==> config.mk <==
export PLATFORM = sky130hd
export DESIGN_NAME = settings_frame_parser
export DESIGN_NICKNAME = d
export VERILOG_FILES = /design/src/sv/sfp_pkg.sv /design/src/sv/settings_frame_parser.sv
export SDC_FILE = /design/constraint.sdc
export NUM_CORES = 1
export LEC_CHECK = 0
export BUFFER_PORTS_ARGS = -buffer_cell sky130_fd_sc_hd__buf_2
export CAP_MARGIN = 20
export CORE_MARGIN = 5
export CORE_UTILIZATION = 38
export CTS_CLUSTER_DIAMETER = 60
export DETAILED_ROUTE_END_ITERATION = 16
export SLEW_MARGIN = 20
export SYNTH_ARGS = -nofsm -noshare
export SYNTH_HDL_FRONTEND = slang
export SYNTH_SLANG_ARGS = --single-unit
==> constraint.sdc <==
create_clock -name clock -period 5.27 [get_ports clock]
set_input_delay 0.7905 -clock clock [delete_from_list [all_inputs] [get_ports clock]]
set_output_delay 0.7905 -clock clock [all_outputs]
set_load 0.005 [all_outputs]
==> src/sv/sfp_pkg.sv <==
// shared types and constants for the settings frame parser
// no dependencies

package sfp_pkg;

   localparam int unsigned ByteW  = 8;
   localparam int unsigned AccW   = 16;
   localparam int unsigned PerW   = 10;
   localparam int unsigned SenseW = 2;
   localparam int unsigned RspW   = 40;

   localparam logic [ByteW-1:0] ChNul   = 8'd0;
   localparam logic [ByteW-1:0] ChHash  = 8'd35;
   localparam logic [ByteW-1:0] ChComma = 8'd44;
   localparam logic [ByteW-1:0] ChZero  = 8'd48;

   localparam logic [AccW-1:0]   LimitPeriod      = 16'd512;
   localparam logic [AccW-1:0]   MaxSenseAcc      = 16'd3;
   localparam logic [PerW-1:0]   DfltSamples      = 10'd100;
   localparam logic [SenseW-1:0] MaxSense         = 2'd3;
   localparam logic [PerW-1:0]   DfltSamplePeriod = 10'd50;
   localparam logic [PerW-1:0]   DfltCalibPeriod  = 10'd250;

   typedef enum logic [2:0] {
      PH_IDLE = 3'd0,
      PH_A    = 3'd1,
      PH_B    = 3'd2,
      PH_C    = 3'd3,
      PH_D    = 3'd4,
      PH_E    = 3'd5,
      PH_DONE = 3'd6
   } phase_type;

   typedef struct packed {
      logic              calibrate;
      logic [PerW-1:0]   calib_period;
      logic [PerW-1:0]   sample_period;
      logic [SenseW-1:0] sense_enable_code;
      logic [PerW-1:0]   samples_per_temp;
      logic              ok;
   } result_type;

endpackage

==> src/sv/settings_frame_parser.sv <==
// Settings frame parser: takes one byte of a NUL-terminated "#a,b,c,d,e#" message per
// word and gives one result word per message, success at the closing '#' or failure when
// NUL comes first. Bytes are decoded combinationally, so one word can be accepted each
// clock while req_tready is high; a result goes into the result register (rsp_), or into
// the skid register while that one waits. This two-word output buffer lets input continue
// while a result waits; req_tready drops only while both are full. Depends on sfp_pkg.

module settings_frame_parser
   import sfp_pkg::*;
(
   input  logic            clock,
   input  logic            reset,
   input  logic            req_tvalid,
   output logic            req_tready,
   input  logic [7:0]      req_tdata,   // [7:0] rx_byte
   output logic            rsp_tvalid,
   input  logic            rsp_tready,
   output logic [RspW-1:0] rsp_tdata    // [0] ok, [10:1] samples_per_temp,
                                        // [12:11] sense_enable_code, [22:13] sample_period,
                                        // [32:23] calib_period, [33] calibrate, [39:34] zero
);

   phase_type         phase_ff, phase_in;
   logic [AccW-1:0]   accum_ff, accum_in;
   logic [PerW-1:0]   samples_ff, samples_in;
   logic [SenseW-1:0] sense_ff, sense_in;
   logic [PerW-1:0]   sample_period_ff, sample_period_in;
   logic [PerW-1:0]   calib_period_ff, calib_period_in;
   logic              calibrate_ff, calibrate_in;

   logic              out_valid_ff, out_valid_in;
   logic              skid_valid_ff, skid_valid_in;
   result_type        out_ff, out_in;
   result_type        skid_ff, skid_in;

   logic              byte_accept;
   logic              emit;
   logic              emit_ok;
   logic              closing;
   logic              out_take;
   logic [AccW-1:0]   accum_next_digit;
   logic [ByteW-1:0]   rx_byte;
   result_type        result;

   assign rx_byte     = req_tdata[ByteW-1:0];
   assign req_tready  = !skid_valid_ff;
   assign byte_accept = req_tvalid && req_tready;
   assign out_take    = out_valid_ff && rsp_tready;

   // acc*10 + byte - '0', wrapping
   assign accum_next_digit = (accum_ff << 3) + (accum_ff << 1)
                           + {{(AccW-ByteW){1'b0}}, rx_byte}
                           - {{(AccW-ByteW){1'b0}}, ChZero};

   assign closing = ((phase_ff != PH_E) && (rx_byte == ChComma))
                 || ((phase_ff == PH_E) && (rx_byte == ChHash));

   always_comb begin
      phase_in         = phase_ff;
      accum_in         = accum_ff;
      samples_in       = samples_ff;
      sense_in         = sense_ff;
      sample_period_in = sample_period_ff;
      calib_period_in  = calib_period_ff;
      calibrate_in     = calibrate_ff;
      emit             = 1'b0;
      emit_ok          = 1'b0;
      case (phase_ff)
         PH_DONE: begin
            if (rx_byte == ChNul) begin
               phase_in = PH_IDLE;
            end
         end
         PH_A, PH_B, PH_C, PH_D, PH_E: begin
            if (rx_byte == ChNul) begin
               phase_in = PH_IDLE;
               emit     = 1'b1;
            end else if (closing) begin
               accum_in = '0;
               case (phase_ff)
                  PH_A: begin
                     samples_in = (accum_ff > LimitPeriod) ? DfltSamples : accum_ff[PerW-1:0];
                     phase_in   = PH_B;
                  end
                  PH_B: begin
                     sense_in = (accum_ff > MaxSenseAcc) ? MaxSense : accum_ff[SenseW-1:0];
                     phase_in = PH_C;
                  end
                  PH_C: begin
                     sample_period_in = (accum_ff > LimitPeriod) ? DfltSamplePeriod
                                                                 : accum_ff[PerW-1:0];
                     phase_in = PH_D;
                  end
                  PH_D: begin
                     calib_period_in = (accum_ff > LimitPeriod) ? DfltCalibPeriod
                                                                : accum_ff[PerW-1:0];
                     phase_in = PH_E;
                  end
                  default: begin
                     calibrate_in = (accum_ff == {{(AccW-1){1'b0}}, 1'b1});
                     phase_in     = PH_DONE;
                     emit         = 1'b1;
                     emit_ok      = 1'b1;
                  end
               endcase
            end else begin
               accum_in = accum_next_digit;
            end
         end
         default: begin
            phase_in = PH_IDLE;
            if (rx_byte == ChNul) begin
               emit = 1'b1;
            end else if (rx_byte == ChHash) begin
               phase_in = PH_A;
               accum_in = '0;
            end
         end
      endcase
   end

   always_comb begin
      result.ok                = emit_ok;
      result.samples_per_temp  = samples_in;
      result.sense_enable_code = sense_in;
      result.sample_period     = sample_period_in;
      result.calib_period      = calib_period_in;
      result.calibrate         = calibrate_in;
   end

   // result register with skid stage behind it
   always_comb begin
      out_valid_in  = out_valid_ff;
      skid_valid_in = skid_valid_ff;
      out_in        = out_ff;
      skid_in       = skid_ff;
      if (!out_valid_ff || out_take) begin
         if (skid_valid_ff) begin
            out_in        = skid_ff;
            out_valid_in  = 1'b1;
            skid_valid_in = 1'b0;
         end else if (byte_accept && emit) begin
            out_in       = result;
            out_valid_in = 1'b1;
         end else begin
            out_valid_in = 1'b0;
         end
      end else if (byte_accept && emit) begin
         skid_in       = result;
         skid_valid_in = 1'b1;
      end
   end

   always_ff @(posedge clock) begin
      if (reset) begin
         phase_ff         <= PH_IDLE;
         accum_ff         <= '0;
         samples_ff       <= '0;
         sense_ff         <= '0;
         sample_period_ff <= '0;
         calib_period_ff  <= '0;
         calibrate_ff     <= 1'b0;
         out_valid_ff     <= 1'b0;
         skid_valid_ff    <= 1'b0;
      end else begin
         if (byte_accept) begin
            phase_ff         <= phase_in;
            accum_ff         <= accum_in;
            samples_ff       <= samples_in;
            sense_ff         <= sense_in;
            sample_period_ff <= sample_period_in;
            calib_period_ff  <= calib_period_in;
            calibrate_ff     <= calibrate_in;
         end
         out_valid_ff  <= out_valid_in;
         skid_valid_ff <= skid_valid_in;
      end
   end

   always_ff @(posedge clock) begin
      out_ff  <= out_in;
      skid_ff <= skid_in;
   end

   assign rsp_tvalid = out_valid_ff;
   assign rsp_tdata  = {{(RspW-$bits(result_type)){1'b0}}, out_ff};

endmodule

==> results <==
- The total overflow left after global routing is 0.
- The worst reg-to-reg setup slack is roughly 1600 ps.
- Routability-driven placement finished with a final weighted congestion of 0.846.
- The final period utilization is 0.690.
- The overall die height is about 140 um.
- The flow ran to the end, and the final reports show no timing, DRC or antenna violations.
- The number of placed instances, taps included, is 860.
- The overall track demand over capacity in global routing is 0.142.
- The number of warnings issued by yosys is 0.
- In this run the critical register-to-register path is launched from accum_ff[0]$_SDFFE_PP0P_.
- The worst hold path passes through 2 cells.
- The final setup violation count is 0.
- The startpoint-to-endpoint class of the critical path is reg2reg.
- From left edge to right edge, the die measures 139 um.
- The total power density per cell area is 293 mW/mm^2.
- The number of hold violations in the final report is 0.
- For this design, the CTS-stage hold fixing added 0 buffers.
- Counting the fill cells in the layout gives 1562.
- The global-route wire length before repair is roughly 22 mm.
- The signal on the critical path passes through inv_1 -> fa_1 -> inv_1 -> ha_1 -> ha_1 -> inv_1 -> fa_1 -> nand2b_1 -> a21oi_1 -> o21ai_0 -> o21ba_2 -> or4b_1 -> nand3_1.
- Among all flip-flop cells after synthesis, the most frequent one is sky130_fd_sc_hd__edfxtp_1.
- Clock skew on the completed layout was measured at 14.4 ps.
- The worst hold path begins at samples_ff[9]$_SDFFE_PP0P_.
- For hold timing, the worst endpoint is samples_ff[9]$_SDFFE_PP0P_.
- The library cells used most frequently in the layout, excluding fill and tap cells, are sky130_fd_sc_hd__nand2_1 (68), sky130_fd_sc_hd__edfxtp_1 (68), sky130_fd_sc_hd__nor2_1 (58).
- The buffer type at the clock tree root is sky130_fd_sc_hd__clkbuf_16.
- The number of CTS-inserted buffers is 17.
- The H-tree was split into 4 levels.
- The clock reaches the later pin of the worst-skew pair after roughly 410 ps.
- The setup total negative slack is 0 ps.
- The total area inside the core boundary comes to 0.0164 mm^2.
- The post-detailed-placement cell area is 0.00668 mm^2.
- The number of antenna diodes in the final layout is 0.
- The type of the most critical hold path is reg2reg.
- The average wire length per cell after detail routing is 14.6 um.
- The routed via count divided by cell count is just over 5.
- The number of nets in the final layout is approximately 700.
- The die covers between 0.015 and 0.02 mm^2.
- The cell count after synthesis came out at 621.
- The cell area that synthesis handed to floorplanning was roughly 0.0063 mm^2.
- The number of buffers and inverters on the critical path is 3.
- The largest fanout on the critical path is 7.
- STA puts the critical path data required time at approximately 5600 ps.
- The number of rows in the core area is 47.
- The worst-case IR drop observed on VDD is 0.000155 V.
- The kind of start point of the critical path is a flop.
- The cell occurring most often along the worst timing path is sky130_fd_sc_hd__inv_1.
- In this run the tightest slew margin relative to its limit is 0.281.
- The initial antenna violation count is 0.
- Summed over all cells, the static leakage comes to 2.81 nW.
- The via count of the routed design is between 4000 and 5000.
- The standard cell with the maximum stage delay on the critical path is sky130_fd_sc_hd__fa_1.
- After clock tree synthesis, the clock-pin slew on the worst setup and hold paths is 60 ps.
- The total length of routed wires is 13.0 mm.
- The number of detailed-routing iterations run before antenna repair is 4.
- 54 I/O pins were placed.
- The largest net degree at the start of global routing is 61.
- After the first detailed-routing iteration, the DRC count stood at 306.
- The proportion of layout cells with a drive suffix above 1 is 0.183.
- The stage delay of the slowest cell on the critical path is 530 ps.
- Dividing the synthesized area by the synthesized cell count gives 10.1 um^2.
- Yosys attributes the largest share of cell area to sky130_fd_sc_hd__edfxtp_1 (33%), sky130_fd_sc_hd__dfxtp_1 (17%), sky130_fd_sc_hd__ha_1 (6.8%), sky130_fd_sc_hd__mux2_2 (6.1%), sky130_fd_sc_hd__nand2_1 (4.1%).
- The number of nets with antenna violations after detailed routing is 0.
- Of the post-synthesis cell area, the dominant cell type holds 0.325.
- The number of max-cap violations is 0.
- The pin slew with the least headroom to its limit is 1080 ps.
- The element type at the critical path end is a flop.
- The clock tree from TritonCTS is built.
- The area growth from synthesis to layout is 15.0%.
- The final critical delay including setup and external delays is about 3600 ps.
- The number of global-route vias before repair is approximately 4600.
- Synthesis instantiated 54 different standard cells from the library.
- The wire-length estimate of the detail-placed layout is 9.39 mm.
- The clock passes through at most 2 buffers.
- With fillers left out, the area of the finished cells amounts to 0.00722 mm^2.
- Counting flops and latches in the post-synthesis netlist gives between 100 and 150.
- The total chip power is 2.11 mW.
- The count of final max-slew check failures came to 0.
- The detailed-route DRC error count is 0.
- The async set-or-reset flop fraction in the synthesized netlist is 0.
- The terminus of the critical flop-to-flop path is accum_ff[13]$_SDFFE_PP0P_.
- The family with the most delay on the worst path is adder cells.
- Setup repair after global routing left no endpoint under its margin.
- The count of port buffers added during placement is 47.
- The number of clock sinks seen by CTS is 122.
- The achievable frequency is 275 MHz.
- The biggest area consumer among synthesized cells is sky130_fd_sc_hd__edfxtp_1.
- The worst endpoint data arrival time is approximately 4000 ps.
- The count of non-filler cells in the finished layout is 892.
- The post-CTS setup buffer count is 0.
- The number of cells upsized or downsized after cts is 0.
- The initial utilization of the core area, before any placement, comes to 0.383.
- For the worst flop-to-flop path, the logic depth is 13.
- The number of enable flip-flop cells after synthesis is 68.
- The share of the Yosys chip area taken by registers is 0.497.
[where the power goes]
group          switching [mW]  internal, mW
logic                  0.0372        0.0211
clock network           0.394         0.664
registers            0.000199         0.995
total                   0.432          1.68
[final cells by class]
| cell class | instances | area, um^2 | share of cell area |
|---|---|---|---|
| clock inverter | 10 | 76.3 | 0.0106 |
| timing repair buffer | 50 | 258 | 0.0357 |
| inverter | 51 | 191 | 0.0265 |
| clock buffer | 22 | 464 | 0.0643 |
| tap | 220 | 275 | 0.0381 |
| sequential | 122 | 3120 | 0.433 |
| multi-input combinational | 417 | 2830 | 0.392 |
[Yosys cell counts (all sizes together) (4+ instances only)]
cell type,n
edfxtp,68
nand2,68
nor2,60
dfxtp,54
inv,50
o21ai,43
a21oi,34
ha,34
mux2,34
clkbuf,22
a211oi,16
nand3,15
buf,14
a22oi,11
xnor2,8
fa,6
nor3,6
a21o,5
and3,5
nand2b,5
nand4,5
mux2i,4
nand3b,4
nor2b,4
o31ai,4
or3,4
[metal layers]
metal	GRT usage	vias up	wire length (um)
met1	0.178	2113	5870
met5	0	-	0
met2	0.234	92	6300
met3	0.0445	11	690
li1	-	2275	-
met4	0.0478	0	149
[how the worst max path moves through the flow]
| stage | cells past startpoint | end | from |
|---|---|---|---|
| global placement | 14 | accum_ff[13]$_SDFFE_PP0P_ | req_tdata[3] |
| CTS | 13 | accum_ff[13]$_SDFFE_PP0P_ | accum_ff[0]$_SDFFE_PP0P_ |
| finish | 13 | accum_ff[13]$_SDFFE_PP0P_ | accum_ff[0]$_SDFFE_PP0P_ |
| global route | 13 | accum_ff[13]$_SDFFE_PP0P_ | accum_ff[0]$_SDFFE_PP0P_ |
| floorplan | 5 | skid_ff[0]$_DFFE_PP_ | req_tdata[4] |
| detailed placement | 14 | accum_ff[13]$_SDFFE_PP0P_ | req_tdata[3] |
[state kept, by name, summed over array words and instances, names as in the netlist]
name,flops
accum_ff,16
calib_period_ff,10
calibrate_ff,1
phase_ff,3
rsp_tdata,34
rsp_tvalid,1
sample_period_ff,10
samples_ff,10
sense_ff,2
skid_ff,34
skid_valid_ff,1
[worst reg2reg max path: stages (launching register included)]
cell and delay (ps):
sky130_fd_sc_hd__dfxtp_1 500, sky130_fd_sc_hd__inv_1 160, sky130_fd_sc_hd__fa_1 530, sky130_fd_sc_hd__inv_1 50
sky130_fd_sc_hd__ha_1 280, sky130_fd_sc_hd__ha_1 190, sky130_fd_sc_hd__inv_1 70, sky130_fd_sc_hd__fa_1 370
sky130_fd_sc_hd__nand2b_1 190, sky130_fd_sc_hd__a21oi_1 220, sky130_fd_sc_hd__o21ai_0 210, sky130_fd_sc_hd__o21ba_2 260
sky130_fd_sc_hd__or4b_1 470, sky130_fd_sc_hd__nand3_1 80
[stage by stage]
stage	utilization	setup slack, ps	hold slack [ps]
floorplan	-	308	432
global placement	0.407	1400	441
detailed placement	0.407	1310	445
CTS	0.440	1630	452
global route	0.440	1400	469
finish	0.440	1630	452
[cells by family (layout without fill, tap and decap cells)]
group | after synthesis | count (layout) | synth area share
compound gates | 127 | 127 | 0.127
fa+ha+maj | 40 | 40 | 0.0869
buf+inv | 87 | 133 | 0.0580
flops | 122 | 122 | 0.497
simple gates | 198 | 198 | 0.152
mux | 38 | 38 | 0.0673
xor+xnor | 8 | 8 | 0.0112
other cells | 1 | 6 | 0.000597
(Power assumes the default switching activity.)
